File: src/design/axis_homing_limit_supervisor_macros.svh
// ----------------------------------------------------------------------------
// Assertion macros for the axis homing and limit supervisor
// Clocked property wrappers with asynchronous reset disable.
// ----------------------------------------------------------------------------
`ifndef AXIS_HOMING_LIMIT_SUPERVISOR_MACROS_SVH
`define AXIS_HOMING_LIMIT_SUPERVISOR_MACROS_SVH

// same-cycle implication
`define AHLS_ASSERT_IMPL(label, clk, rst_n, ante, cons) \
  label: assert property (@(posedge clk) disable iff (!(rst_n)) (ante) |-> (cons)) \
    else $error("ahls assertion failed");

// next-cycle implication
`define AHLS_ASSERT_NEXT(label, clk, rst_n, ante, cons) \
  label: assert property (@(posedge clk) disable iff (!(rst_n)) (ante) |=> (cons)) \
    else $error("ahls assertion failed");

`endif

File: src/design/ahls_pkg.sv
// ----------------------------------------------------------------------------
// ahls_pkg
// Shared codes, defaults and control structs of the homing supervisor.
// ----------------------------------------------------------------------------
package ahls_pkg;

  // default sizes
  localparam int POSITION_BITS_DEF = 24;
  localparam int HOMING_SWEEP_DEF  = 100000;
  localparam int TIMER_BITS_DEF    = 20;

  // register reset values
  localparam logic LIMITS_ENABLE_RESET = 1'b1;
  localparam int   TIMEOUT_RESET_MS    = 10 * 60 * 1000;

  // register indexes
  localparam logic REG_SOFT_LIMITS_EN = 1'b0;
  localparam logic REG_REHOME_TIMEOUT = 1'b1;

  // phase codes
  localparam logic [2:0] PH_INIT   = 3'd0;
  localparam logic [2:0] PH_HMIN   = 3'd1;
  localparam logic [2:0] PH_HMAX   = 3'd2;
  localparam logic [2:0] PH_READY  = 3'd3;
  localparam logic [2:0] PH_ERROR  = 3'd4;
  localparam logic [2:0] PH_WAIT   = 3'd5;
  localparam logic [2:0] PH_REHOME = 3'd6;

  // command codes
  localparam logic [2:0] CMD_NONE  = 3'd0;
  localparam logic [2:0] CMD_GOTO  = 3'd1;
  localparam logic [2:0] CMD_HOME  = 3'd2;
  localparam logic [2:0] CMD_RESET = 3'd3;
  localparam logic [2:0] CMD_SMIN  = 3'd4;
  localparam logic [2:0] CMD_SMAX  = 3'd5;

  // sensed bits and command of one word
  typedef struct packed {
    logic [2:0] cmd;
    logic       min_hit;
    logic       max_hit;
    logic [1:0] dir;
    logic       stall;
    logic       tick;
  } sense_t;

  // status and pulses of one result word
  typedef struct packed {
    logic [2:0] phase;
    logic       driver_enabled;
    logic       stop_request;
    logic       zero_position;
    logic       command_rejected;
  } flags_t;

endpackage

File: src/design/ahls_in_stage.sv
// ----------------------------------------------------------------------------
// ahls_in_stage
// Input register: holds one accepted word until the control pass takes it.
// ----------------------------------------------------------------------------
module ahls_in_stage
  import ahls_pkg::*;
#(
  parameter int POSITION_BITS = POSITION_BITS_DEF
) (
  input  logic                            clk_i,
  input  logic                            rst_ni,
  input  logic                            in_valid_i,
  output logic                            in_stall_o,
  input  sense_t                          sense_i,
  input  logic signed [POSITION_BITS-1:0] value_i,
  input  logic signed [POSITION_BITS-1:0] mpos_i,
  input  logic                            adv_i,
  output logic                            valid_o,
  output sense_t                          sense_o,
  output logic signed [POSITION_BITS-1:0] value_o,
  output logic signed [POSITION_BITS-1:0] mpos_o
);

  logic   valid_q, valid_d;
  logic   accept;
  sense_t sense_q;
  logic signed [POSITION_BITS-1:0] value_q, mpos_q;

  // stall only while the held word cannot move on
  assign in_stall_o = valid_q & ~adv_i;
  assign accept     = in_valid_i & ~in_stall_o;
  assign valid_d    = accept | (valid_q & ~adv_i);

  always_ff @(posedge clk_i or negedge rst_ni) begin
    if (!rst_ni) begin
      valid_q <= 1'b0;
    end else begin
      valid_q <= valid_d;
    end
  end

  // payload
  always_ff @(posedge clk_i) begin
    if (accept) begin
      sense_q <= sense_i;
      value_q <= value_i;
      mpos_q  <= mpos_i;
    end
  end

  assign valid_o = valid_q;
  assign sense_o = sense_q;
  assign value_o = value_q;
  assign mpos_o  = mpos_q;

endmodule

File: src/design/ahls_ctrl.sv
// ----------------------------------------------------------------------------
// ahls_ctrl
// Phase machine, soft limit window and wait timer; one pass per word.
// ----------------------------------------------------------------------------
module ahls_ctrl
  import ahls_pkg::*;
#(
  parameter int POSITION_BITS = POSITION_BITS_DEF,
  parameter int HOMING_SWEEP  = HOMING_SWEEP_DEF,
  parameter int TIMER_BITS    = TIMER_BITS_DEF
) (
  input  logic                            clk_i,
  input  logic                            rst_ni,
  input  logic                            adv_i,
  input  logic                            limits_en_i,
  input  logic [TIMER_BITS-1:0]           timeout_i,
  input  sense_t                          sense_i,
  input  logic signed [POSITION_BITS-1:0] value_i,
  input  logic signed [POSITION_BITS-1:0] mpos_i,
  output flags_t                          flags_o,
  output logic signed [POSITION_BITS-1:0] target_o,
  output logic signed [POSITION_BITS-1:0] smin_o,
  output logic signed [POSITION_BITS-1:0] smax_o,
  output logic signed [POSITION_BITS-1:0] travel_o
);

  localparam logic signed [POSITION_BITS-1:0] SweepPos = POSITION_BITS'(HOMING_SWEEP);
  localparam logic signed [POSITION_BITS-1:0] SweepNeg = -SweepPos;
  localparam logic signed [POSITION_BITS-1:0] PosZero  = '0;

  function automatic logic signed [POSITION_BITS-1:0] clamp(
    input logic signed [POSITION_BITS-1:0] pos,
    input logic signed [POSITION_BITS-1:0] lo,
    input logic signed [POSITION_BITS-1:0] hi
  );
    logic signed [POSITION_BITS-1:0] r;
    r = pos;
    if (pos < lo) begin
      r = lo;
    end else if (pos > hi) begin
      r = hi;
    end
    return r;
  endfunction

  logic [2:0]      phase_q, phase_d;
  logic            latch_q, latch_d;
  logic            en_q, en_d;
  logic [TIMER_BITS-1:0] tmr_q, tmr_d, tmr_inc;
  logic signed [POSITION_BITS-1:0] travel_q, travel_d;
  logic signed [POSITION_BITS-1:0] smin_q, smin_d;
  logic signed [POSITION_BITS-1:0] smax_q, smax_d;
  logic signed [POSITION_BITS-1:0] target_q, target_d;
  logic signed [POSITION_BITS-1:0] win_lo, win_hi, mpos_adj, half;
  logic            ready, stop, zero, rej;

  // window candidate for a soft limit write
  always_comb begin
    win_lo = (sense_i.cmd == CMD_SMIN) ? value_i : smin_q;
    win_hi = (sense_i.cmd == CMD_SMIN) ? smax_q : value_i;
    if (win_lo < PosZero) begin
      win_lo = PosZero;
    end
    if (win_hi > travel_q) begin
      win_hi = travel_q;
    end
  end

  // mid-travel, rounded toward zero
  assign mpos_adj = mpos_i + $signed({{(POSITION_BITS-1){1'b0}}, mpos_i[POSITION_BITS-1]});
  assign half     = mpos_adj >>> 1;

  // wait timer, saturating
  assign tmr_inc = tmr_q + TIMER_BITS'(sense_i.tick && (tmr_q != '1));

  always_comb begin
    phase_d  = phase_q;
    latch_d  = latch_q;
    en_d     = en_q;
    tmr_d    = tmr_q;
    travel_d = travel_q;
    smin_d   = smin_q;
    smax_d   = smax_q;
    target_d = target_q;
    stop     = 1'b0;
    zero     = 1'b0;
    rej      = 1'b0;
    ready    = (phase_q == PH_READY);

    // command handling
    case (sense_i.cmd)
      CMD_GOTO: begin
        if (ready) begin
          target_d = limits_en_i ? clamp(value_i, smin_q, smax_q) : value_i;
        end else begin
          rej = 1'b1;
        end
      end
      CMD_HOME: begin
        latch_d = 1'b0;
        phase_d = PH_REHOME;
      end
      CMD_SMIN, CMD_SMAX: begin
        if (!ready || (win_lo >= win_hi)) begin
          rej = 1'b1;
        end else begin
          smin_d = win_lo;
          smax_d = win_hi;
        end
      end
      default: ;
    endcase

    // stall latch while ready
    if ((phase_d == PH_READY) && sense_i.stall) begin
      latch_d = 1'b1;
    end

    // phase machine
    case (phase_d)
      PH_HMIN: begin
        if (sense_i.min_hit) begin
          stop     = 1'b1;
          zero     = 1'b1;
          target_d = SweepPos;
          phase_d  = PH_HMAX;
        end
      end
      PH_HMAX: begin
        if (sense_i.max_hit) begin
          stop     = 1'b1;
          travel_d = mpos_i;
          smin_d   = PosZero;
          smax_d   = mpos_i;
          target_d = limits_en_i ? clamp(half, PosZero, mpos_i) : half;
          phase_d  = PH_READY;
        end
      end
      PH_READY: begin
        if ((sense_i.min_hit && (sense_i.dir == 2'b01)) ||
            (sense_i.max_hit && sense_i.dir[1]) || latch_d) begin
          stop    = 1'b1;
          en_d    = 1'b0;
          phase_d = PH_ERROR;
        end
      end
      PH_ERROR: begin
        stop    = 1'b1;
        en_d    = 1'b0;
        tmr_d   = '0;
        phase_d = PH_WAIT;
      end
      PH_WAIT: begin
        tmr_d = tmr_inc;
        if ((sense_i.cmd == CMD_RESET) || (tmr_inc >= timeout_i)) begin
          latch_d = 1'b0;
          phase_d = PH_REHOME;
        end
      end
      PH_REHOME: begin
        en_d     = 1'b1;
        target_d = SweepNeg;
        phase_d  = PH_HMIN;
      end
      default: begin
        target_d = SweepNeg;
        phase_d  = PH_HMIN;
      end
    endcase
  end

  // state update once per word
  always_ff @(posedge clk_i or negedge rst_ni) begin
    if (!rst_ni) begin
      phase_q  <= PH_INIT;
      latch_q  <= 1'b0;
      en_q     <= 1'b1;
      tmr_q    <= '0;
      travel_q <= '0;
      smin_q   <= '0;
      smax_q   <= '0;
      target_q <= '0;
    end else if (adv_i) begin
      phase_q  <= phase_d;
      latch_q  <= latch_d;
      en_q     <= en_d;
      tmr_q    <= tmr_d;
      travel_q <= travel_d;
      smin_q   <= smin_d;
      smax_q   <= smax_d;
      target_q <= target_d;
    end
  end

  assign flags_o.phase            = phase_d;
  assign flags_o.driver_enabled   = en_d;
  assign flags_o.stop_request     = stop;
  assign flags_o.zero_position    = zero;
  assign flags_o.command_rejected = rej;
  assign target_o = target_d;
  assign smin_o   = smin_d;
  assign smax_o   = smax_d;
  assign travel_o = travel_d;

endmodule

File: src/design/ahls_out_stage.sv
// ----------------------------------------------------------------------------
// ahls_out_stage
// Result register: holds one result word until the receiver takes it.
// ----------------------------------------------------------------------------
module ahls_out_stage
  import ahls_pkg::*;
#(
  parameter int POSITION_BITS = POSITION_BITS_DEF
) (
  input  logic                            clk_i,
  input  logic                            rst_ni,
  input  logic                            load_i,
  input  logic                            out_stall_i,
  output logic                            out_valid_o,
  input  flags_t                          flags_i,
  input  logic signed [POSITION_BITS-1:0] target_i,
  input  logic signed [POSITION_BITS-1:0] smin_i,
  input  logic signed [POSITION_BITS-1:0] smax_i,
  input  logic signed [POSITION_BITS-1:0] travel_i,
  output flags_t                          flags_o,
  output logic signed [POSITION_BITS-1:0] target_o,
  output logic signed [POSITION_BITS-1:0] smin_o,
  output logic signed [POSITION_BITS-1:0] smax_o,
  output logic signed [POSITION_BITS-1:0] travel_o
);

  logic   valid_q, valid_d;
  flags_t flags_q;
  logic signed [POSITION_BITS-1:0] target_q, smin_q, smax_q, travel_q;

  // full after a load, empty once taken
  assign valid_d = load_i | (valid_q & out_stall_i);

  always_ff @(posedge clk_i or negedge rst_ni) begin
    if (!rst_ni) begin
      valid_q <= 1'b0;
    end else begin
      valid_q <= valid_d;
    end
  end

  always_ff @(posedge clk_i) begin
    if (load_i) begin
      flags_q  <= flags_i;
      target_q <= target_i;
      smin_q   <= smin_i;
      smax_q   <= smax_i;
      travel_q <= travel_i;
    end
  end

  assign out_valid_o = valid_q;
  assign flags_o     = flags_q;
  assign target_o    = target_q;
  assign smin_o      = smin_q;
  assign smax_o      = smax_q;
  assign travel_o    = travel_q;

endmodule

File: src/design/axis_homing_limit_supervisor.sv
// ----------------------------------------------------------------------------
// axis_homing_limit_supervisor
// Homing, soft limit and fault supervisor for one stepper axis.
// ----------------------------------------------------------------------------
// Usage:
//   Input channel (in_valid_i / in_stall_o): one word per control pass with
//   command, value, end switches, position, direction, stall bit, ms tick.
//   Output channel (out_valid_o / out_stall_i): one result word per input
//   word: phase, driver enable, move target, stop/zero/reject pulses, soft
//   window and travel length.
//   One word per cycle is sustained while the receiver does not stall; the
//   whole control pass is combinational logic between the input register
//   and the result register. When the receiver stalls, the result register
//   holds its word and the input register holds one more; in_stall_o rises
//   only when both are full. Reset puts the axis in the init phase with the
//   driver enabled, all positions zero, limits enabled and a 600000 ms
//   re-home timeout. The user must make configuration writes (cfg_we_i)
//   only while the block is idle; the block itself does not enforce this.
// ----------------------------------------------------------------------------
`include "axis_homing_limit_supervisor_macros.svh"

module axis_homing_limit_supervisor
  import ahls_pkg::*;
#(
  parameter int POSITION_BITS = POSITION_BITS_DEF,
  parameter int HOMING_SWEEP  = HOMING_SWEEP_DEF,
  parameter int TIMER_BITS    = TIMER_BITS_DEF
) (
  input  logic                            clk_i,
  input  logic                            rst_ni,
  // configuration
  input  logic                            cfg_we_i,
  input  logic                            cfg_idx_i,
  input  logic [TIMER_BITS-1:0]           cfg_data_i,
  // input words
  input  logic                            in_valid_i,
  output logic                            in_stall_o,
  input  logic [2:0]                      command_i,
  input  logic signed [POSITION_BITS-1:0] command_value_i,
  input  logic                            min_switch_hit_i,
  input  logic                            max_switch_hit_i,
  input  logic signed [POSITION_BITS-1:0] motor_position_i,
  input  logic signed [1:0]               motion_direction_i,
  input  logic                            stall_bit_i,
  input  logic                            ms_tick_i,
  // result words
  output logic                            out_valid_o,
  input  logic                            out_stall_i,
  output logic [2:0]                      phase_o,
  output logic                            driver_enabled_o,
  output logic signed [POSITION_BITS-1:0] move_target_o,
  output logic                            stop_request_o,
  output logic                            zero_position_o,
  output logic                            command_rejected_o,
  output logic signed [POSITION_BITS-1:0] soft_min_out_o,
  output logic signed [POSITION_BITS-1:0] soft_max_out_o,
  output logic signed [POSITION_BITS-1:0] travel_length_o
);

  logic                  limits_en_q;
  logic [TIMER_BITS-1:0] timeout_q;
  sense_t                sense_in, sense_q;
  logic                  s1_valid, adv;
  logic signed [POSITION_BITS-1:0] value_q, mpos_q;
  flags_t                flags_d, flags_q;
  logic signed [POSITION_BITS-1:0] target_d, smin_d, smax_d, travel_d;

  // configuration registers
  always_ff @(posedge clk_i or negedge rst_ni) begin
    if (!rst_ni) begin
      limits_en_q <= LIMITS_ENABLE_RESET;
      timeout_q   <= TIMER_BITS'(TIMEOUT_RESET_MS);
    end else if (cfg_we_i) begin
      case (cfg_idx_i)
        REG_SOFT_LIMITS_EN: limits_en_q <= cfg_data_i[0];
        REG_REHOME_TIMEOUT: timeout_q   <= cfg_data_i;
        default: ;
      endcase
    end
  end

  assign sense_in.cmd     = command_i;
  assign sense_in.min_hit = min_switch_hit_i;
  assign sense_in.max_hit = max_switch_hit_i;
  assign sense_in.dir     = motion_direction_i;
  assign sense_in.stall   = stall_bit_i;
  assign sense_in.tick    = ms_tick_i;

  // the held word moves on when the result register is free or being taken
  assign adv = s1_valid & (~out_valid_o | ~out_stall_i);

  ahls_in_stage #(
    .POSITION_BITS(POSITION_BITS)
  ) u_in (
    .clk_i     (clk_i),
    .rst_ni    (rst_ni),
    .in_valid_i(in_valid_i),
    .in_stall_o(in_stall_o),
    .sense_i   (sense_in),
    .value_i   (command_value_i),
    .mpos_i    (motor_position_i),
    .adv_i     (adv),
    .valid_o   (s1_valid),
    .sense_o   (sense_q),
    .value_o   (value_q),
    .mpos_o    (mpos_q)
  );

  ahls_ctrl #(
    .POSITION_BITS(POSITION_BITS),
    .HOMING_SWEEP (HOMING_SWEEP),
    .TIMER_BITS   (TIMER_BITS)
  ) u_ctrl (
    .clk_i      (clk_i),
    .rst_ni     (rst_ni),
    .adv_i      (adv),
    .limits_en_i(limits_en_q),
    .timeout_i  (timeout_q),
    .sense_i    (sense_q),
    .value_i    (value_q),
    .mpos_i     (mpos_q),
    .flags_o    (flags_d),
    .target_o   (target_d),
    .smin_o     (smin_d),
    .smax_o     (smax_d),
    .travel_o   (travel_d)
  );

  ahls_out_stage #(
    .POSITION_BITS(POSITION_BITS)
  ) u_out (
    .clk_i      (clk_i),
    .rst_ni     (rst_ni),
    .load_i     (adv),
    .out_stall_i(out_stall_i),
    .out_valid_o(out_valid_o),
    .flags_i    (flags_d),
    .target_i   (target_d),
    .smin_i     (smin_d),
    .smax_i     (smax_d),
    .travel_i   (travel_d),
    .flags_o    (flags_q),
    .target_o   (move_target_o),
    .smin_o     (soft_min_out_o),
    .smax_o     (soft_max_out_o),
    .travel_o   (travel_length_o)
  );

  assign phase_o            = flags_q.phase;
  assign driver_enabled_o   = flags_q.driver_enabled;
  assign stop_request_o     = flags_q.stop_request;
  assign zero_position_o    = flags_q.zero_position;
  assign command_rejected_o = flags_q.command_rejected;

  // checks
  `AHLS_ASSERT_IMPL(a_stall_only_full, clk_i, rst_ni, in_stall_o, s1_valid && out_valid_o)
  `AHLS_ASSERT_IMPL(a_fault_driver_off, clk_i, rst_ni,
    out_valid_o && ((phase_o == PH_ERROR) || (phase_o == PH_WAIT)), !driver_enabled_o)
  `AHLS_ASSERT_IMPL(a_zero_at_min, clk_i, rst_ni, out_valid_o && zero_position_o,
    (phase_o == PH_HMAX) && stop_request_o)
  `AHLS_ASSERT_IMPL(a_soft_min_nonneg, clk_i, rst_ni, out_valid_o,
    !soft_min_out_o[POSITION_BITS-1])

endmodule

File: config.mk
export PLATFORM = sky130hd
export DESIGN_NAME = axis_homing_limit_supervisor
export DESIGN_NICKNAME = d
export VERILOG_FILES = /design/src/design/ahls_pkg.sv /design/src/design/ahls_in_stage.sv /design/src/design/ahls_ctrl.sv /design/src/design/ahls_out_stage.sv /design/src/design/axis_homing_limit_supervisor.sv
export VERILOG_INCLUDE_DIRS = /design/src /design/src/design
export SDC_FILE = /design/constraint.sdc
export NUM_CORES = 1
export LEC_CHECK = 0
export ABC_CLOCK_PERIOD_IN_PS = 10500
export CAP_MARGIN = 20
export CELL_PAD_IN_SITES_DETAIL_PLACEMENT = 0
export CELL_PAD_IN_SITES_GLOBAL_PLACEMENT = 1
export CORE_ASPECT_RATIO = 0.6
export CORE_MARGIN = 2
export CORE_UTILIZATION = 55
export CTS_CLUSTER_SIZE = 30
export DETAILED_ROUTE_END_ITERATION = 6
export DONT_BUFFER_PORTS = 1
export GPL_TIMING_DRIVEN = 0
export PLACE_DENSITY = 0.95
export SLEW_MARGIN = 20
export SYNTH_ARGS = -nofsm -noshare
export SYNTH_HDL_FRONTEND = slang
export SYNTH_SLANG_ARGS = --single-unit
File: constraint.sdc
create_clock -name clk_i -period 10.5 [get_ports clk_i]
set_input_delay 1.05 -clock clk_i [delete_from_list [all_inputs] [get_ports clk_i]]
set_output_delay 1.05 -clock clk_i [all_outputs]
set_load 0.03 [all_outputs]
==> qor.yml, run 1 <==
yosys:
  synth_area_leaders: "edfxtp_1 (27%), dfrtp_1 (19%), ha_1 (9.5%), nand2_1 (5.6%), o21ai_0 (3.4%)"
  synth_top_family_by_area: "compound AO/OA/AOI/OAI gates"
  avgSynthCellArea_um2: 9.95
  synth.most_common_cell: "nand2_1"
  ys_types: 76
  synth_edf_count: 160
  synth_flop_cell: "edfxtp_1"
  synth_nets: 2031
  synthArstFlopShare: 0.474
  synthAdderAreaFrac: 0.0951
  ys_ff_latch: 304
  synth_top_area_frac: 0.267
  synthTopCellsByCount: "nand2_1 (268), edfxtp_1 (160), ha_1 (137)"
  ys_seq_area_frac: 0.467
  syn_area_um2: 18000
  yosys.area.top_type: "edfxtp_1"
  muxShareOfSynthArea: 0.0470
  synth-xor-area-share: 0.0194
  yosys.area_share.simple: 0.128
  ys_warn_count: 0
  synthCells: 1811
  synth_compound_area_frac: 0.194
min_path:
  hold_path.class: "in2async"
sta:
  min_period_ps: 9760
  hold_viol: 0
  finClkSkew_ps: 25.6
  slew_violations: 0
  tightest_slew_ps: 1070
  fin_crit_sh: 0.930
  setup_viol: 0
  finalSetupTns_ps: 0
  max_slew_margin: 0.282
  rsz0062_at_grt: "no"
  max_freq_mhz: 102
clock_tree:
  cts_max_path_buffers: 3
  cts_resized: 0
  post_cts_buffers: 0
  h-tree-depth: 1
  numCtsBuffers: 29
  clockRootBuffer: "clkbuf_16"
  cts_tree: "yes"
  cts_sinks: 304
  cts_hold_buf: 0
  path_clk_slew_ps: 70
  clk_latency_ps: 600
floorplanning:
  core-area_um2: 32400
  start_util: 0.557
  row_count: 51
  die_h_um: 144
  fp.dieArea_um2: 34300
  die_w_um: 238
  ios: 188
route:
  first_pass_iters: 6
  antenna_left: 0
  wl_per_cell_um: 27.8
  viasPerCell: 6.76
  vias: 15500
  drt-total-wl_um: 63700
  drc: 0
  first_iter_violations: 2125
setup_path:
  worstPathArrival_ps: 10030
  startpoint_type: "flip-flop"
  crit_path_end_kind: "flip-flop"
  critPathTopFamily: "compound AO/OA/AOI/OAI gates"
  worst_ep_required_time_ps: 10770
  crit_type: "reg2reg"
  r2r_slack_ps: 740
  slowest_stage: "a2111oi_2"
  critical_path_buf_inv_count: 6
  worstPathMaxFanout: 10
  critical_path.max_stage_delay_ps: 840
  cp_common_cell: "buf_2"
finish:
  area_delta_synth_final_pct: 8.95
  multi_input_area_um2: 8730
  fin_cells: 2292
  n_antenna_cell: 0
  nNetsFinal: 2065
  seqCellArea_um2: 8420
  fillers: 2715
  layout-drive-gt1-share: 0.0766
place:
  dp_cells: 2238
  routabilityCongestion: 1.01
  port_buffers: 0
  place_hpwl_um: 49400
grt:
  grt_max_degree: 145
  grt_usage: 0.369
  grt_pass1_vias: 14200
  grt_pass1_wl_um: 92300
  overflow: 0
  antenna_found_initial: 2
outcome:
  status: "complete, no violations"
power_and_ir_drop:
  power.total_uw: 4970
  ir_drop_v: 0.000172
  p_leak_uw: 0.00827
  p_per_area_nw_per_um2: 253
run:
  drv_cap: 0
-- stage by stage --
| step | setup WS (ps) | util | instance area [um2] | hold slack, ps |
|---|---|---|---|---|
| 2_1_floorplan | 4320 | - | 18000 | 440 |
| 3_3_place_gp | 1340 | 0.574 | 18600 | 451 |
| 3_5_place_dp | 1330 | 0.576 | 18600 | 461 |
| 4_1_cts | 1290 | 0.607 | 19600 | 137 |
| 5_1_grt | 735 | 0.607 | 19600 | 134 |
| 6_report | 737 | 0.607 | 19600 | 144 |
-- registers in the layout, summed over array words and instances, names as in the netlist --
register	count
u_ctrl.smax_q	24
u_out.flags_o	7
u_ctrl.target_q	24
u_ctrl.latch_q	1
u_ctrl.en_q	1
u_in.valid_o	1
u_out.travel_o	24
limits_en_q	1
timeout_q	20
u_out.target_o	24
u_ctrl.phase_q	3
u_out.smin_o	24
u_in.value_o	24
u_out.out_valid_o	1
u_ctrl.tmr_q	20
u_in.mpos_o	24
u_ctrl.smin_q	24
u_ctrl.travel_q	24
u_in.sense_o	9
u_out.smax_o	24
-- path summary, 6_finish.rpt --
kind                                         start                 end  cells past startpoint
min in group clk_i              u_ctrl.target_q[6]  u_ctrl.target_q[6]                      2
max in group asynchronous                   rst_ni       timeout_q[19]                      0
worst min-delay path                        rst_ni        timeout_q[4]                      0
worst min register to register  u_ctrl.target_q[6]  u_ctrl.target_q[6]                      2
worst max-delay path               u_in.sense_o[8]     u_out.smax_o[9]                     26
worst max register to register     u_in.sense_o[8]     u_out.smax_o[9]                     26
-- routing by layer --
metal  up-vias  track usage  part of all wire
met3       104        0.142              0.15
met2      1095        0.484              0.38
met1      7559        0.562              0.44
li1       6738            -                 -
met5         -            0           0.00017
met4         2       0.0808             0.021
-- kinds of logic after synthesis --
logic type | after synthesis
compound gates | 515
xor+xnor | 40
buf+inv | 226
simple gates | 510
mux | 79
flops | 304
fa+ha+maj | 137
-- worst register-to-register path, delay by kind of cell (launching register included) --
kind,cells,cell delay [ps]
AO/OA/AOI/OAI,12,4090
adder cells (fa/ha/maj),2,620
buffers and inverters,6,2660
flip-flops,1,470
multiplexers,1,400
AND/OR/NAND/NOR,5,1230
-- cells in the final DEF (no fill, tap or decap), types with 20 or more instances in the layout --
cell       synthesis  layout
nand2_1          268     268
edfxtp_1         160     160
ha_1             137     137
dfrtp_1          134     134
inv_1            129     129
o21ai_0          124     123
a21oi_1          107     107
nor2_1            78      78
clkbuf_1          70      73
a21o_1            43      43
mux2i_1           40      40
nand3_1           38      38
mux2_2            37      37
nand4_1           34      34
xnor2_1           34      34
a22o_1            31      31
clkbuf_16          0      29
a22oi_1           23      23
a221oi_1          22      22
nor3_1            20      20
-- cell type report --
cell class / instances / area share
Inverter: 130 / 0.0248
Tap cell: 424 / 0.0270
Buffer: 96 / 0.0202
Clock inverter: 21 / 0.0136
Timing Repair Buffer: 3 / 0.00344
Multi-Input combinational cell: 1281 / 0.444
Clock buffer: 33 / 0.0377
Sequential cell: 304 / 0.429
-- power breakdown --
part           leakage (uW)  switching, uW  internal, uW  total (uW)
clock network      0.000484            490           655        1150
registers           0.00331            372          1610        1980
logic               0.00448           1220           619        1840
total               0.00827           2090          2880        4970
No activity file was read; power rests on OpenSTA's default activity.
==> inputs of run 2 (changes only) <==
Settings changed: ABC_CLOCK_PERIOD_IN_PS 10500 to 9000, CORE_UTILIZATION 55 to 51, PLACE_DENSITY 0.95 to 0.91.
Clock period 10.5 ns to 9 ns, I/O delays scaled along.
==> qor.yml, run 2 (same netlist as run 1, synthesis figures left out) <==
finish:
  layout_common_cells: "nand2_1 (268), edfxtp_1 (160), ha_1 (137)"
  postLayoutCellArea_um2: 19700
  nNetsFinal: 2066
  multi_input_area_um2: 8750
  fillers: 3080
  layout-drive-gt1-share: 0.0792
  area_delta_synth_final_pct: 9.35
  seqCellArea_um2: 8420
  final_common_cell: "nand2_1"
clock_tree:
  cts_max_path_buffers: 3
  cts_sinks: 304
  cts_tree: "yes"
  clockRootBuffer: "clkbuf_16"
  path_clk_slew_ps: 70
  clk_latency_ps: 590
  h-tree-depth: 1
  numCtsBuffers: 29
  cts_hold_buf: 0
grt:
  grt_pass1_vias: 14400
  grt_pass1_wl_um: 94400
  grt_max_degree: 145
  antenna_found_initial: 1
  overflow: 0
  grt_usage: 0.351
place:
  port_buffers: 0
  placed_cell_area_um2: 18700
  routabilityCongestion: 1.00
  place_hpwl_um: 50500
floorplanning:
  core-area_um2: 34900
  ios: 188
  die_w_um: 247
  row_count: 53
  die_h_um: 150
  fp.dieArea_um2: 36900
  start_util: 0.517
setup_path:
  worstPathMaxFanout: 10
  slowest_stage: "clkbuf_1"
  startpoint_type: "flip-flop"
  cp_common_cell: "clkbuf_1"
  critical_path_buf_inv_count: 6
  worst_ep_required_time_ps: 9270
  worstPathArrival_ps: 8990
  crit_type: "reg2reg"
  r2r_slack_ps: 270
  crit_path_end_kind: "flip-flop"
  path_cells: "nor2b_1 > nand2b_1 > clkbuf_1 > clkbuf_1 > o21ai_0 > ha_1 > and3_1 > a221oi_1 > o21ai_0 > o311a_1 > nor2_2 > buf_2 > mux2i_1 > ha_1 > nand4_1 > nor3_1 > o21ai_0 > o31ai_2 > a2111oi_4 > buf_4 > o211ai_1 > clkbuf_1 > clkbuf_1 > o221ai_1"
  critical_path.max_stage_delay_ps: 680
  critPathTopFamily: "compound AO/OA/AOI/OAI gates"
outcome:
  status: "complete, no violations"
sta:
  hold_viol: 0
  tightest_slew_ps: 1070
  max_slew_margin: 0.269
  setup_viol: 0
  rsz0062_at_grt: "no"
  fin_crit_sh: 0.970
  finClkSkew_ps: 16.7
  slew_violations: 0
  max_freq_mhz: 115
  hold_ws_ps: 20.6
  min_period_ps: 8730
route:
  drc: 0
  wl_per_cell_um: 27.9
  drt-total-wl_um: 65200
  first_pass_iters: 7
  vias: 15500
  antenna_left: 0
  first_iter_violations: 2034
  viasPerCell: 6.64
run:
  drv_cap: 0
power_and_ir_drop:
  p_per_area_nw_per_um2: 296
  p_leak_uw: 0.00829
  ir_drop_v: 0.000199
min_path:
  hold_path.class: "in2async"
run 2: cell types whose count changed in the layout (fill, tap and decap cells not counted), moves of 2 or more:
cell / before / now
clkbuf_1: 73 / 76
clkbuf_2: 0 / 3
clkbuf_8: 0 / 6
clkinvlp_4: 3 / 1
clkinv_1: 5 / 0
clkinv_4: 2 / 0
bufinv_16: 6 / 3
run 2: timing repair:
| item | 4_1_cts | 5_1_grt |
|---|---|---|
| pin swaps | 0 | 1 |
| setup endpoints to repair | 31 | 86 |
| buffers inserted | 0 | 1 |
| hold endpoints to repair | 0 | 0 |
| gates resized for setup | 2 | 7 |
run 2: power breakdown:
group          internal, uW  switching [uW]
combinational           734            1470
sequential             1880             442
clock                   746             563
run 2: area by class of cell:
| cell class | count | area share |
|---|---|---|
| diodes | 1 | 0.000127 |
| clock buffers | 46 | 0.0442 |
| repair buffers | 5 | 0.00438 |
| flip-flops and latches | 304 | 0.427 |
| plain buffers | 95 | 0.0203 |
| well taps | 467 | 0.0296 |
| multi-input cells | 1281 | 0.444 |
| clock inverters | 7 | 0.00571 |
| inverters | 130 | 0.0248 |
run 2: per-stage QoR:
stage	setup WS, ps	TNS, ps	total power, uW	std cells	util
global placement	-330	-4550	4370	2278	0.534
global route	49.9	0	6070	2336	0.565
detailed placement	-284	-3430	4420	2282	0.536
finish	273	0	5840	2336	0.565
floorplan	2820	0	3650	1811	-
CTS	97.8	0	5730	2334	0.564
run 2: path summary, 6_finish.rpt:
path	from	end	cells after the start
min reg2reg	u_ctrl.target_q[21]	u_ctrl.target_q[21]	2
min in group clk_i	motor_position_i[7]	u_in.mpos_o[7]	0
min	rst_ni	timeout_q[4]	0
max reg2reg	u_in.sense_o[8]	u_out.smax_o[4]	24
max in group asynchronous	rst_ni	u_ctrl.target_q[1]	0
max	u_in.sense_o[8]	u_out.smax_o[4]	24
run 2: routing by layer:
metal | GRT usage | routed length (um) | share of wire | vias up
li1 | - | - | - | 6746
met1 | 0.534 | 29500 | 0.45 | 7661
met2 | 0.464 | 25100 | 0.39 | 1000
met3 | 0.132 | 8840 | 0.14 | 113
met4 | 0.0795 | 1520 | 0.023 | 2
met5 | 0.0294 | 137 | 0.0021 | -
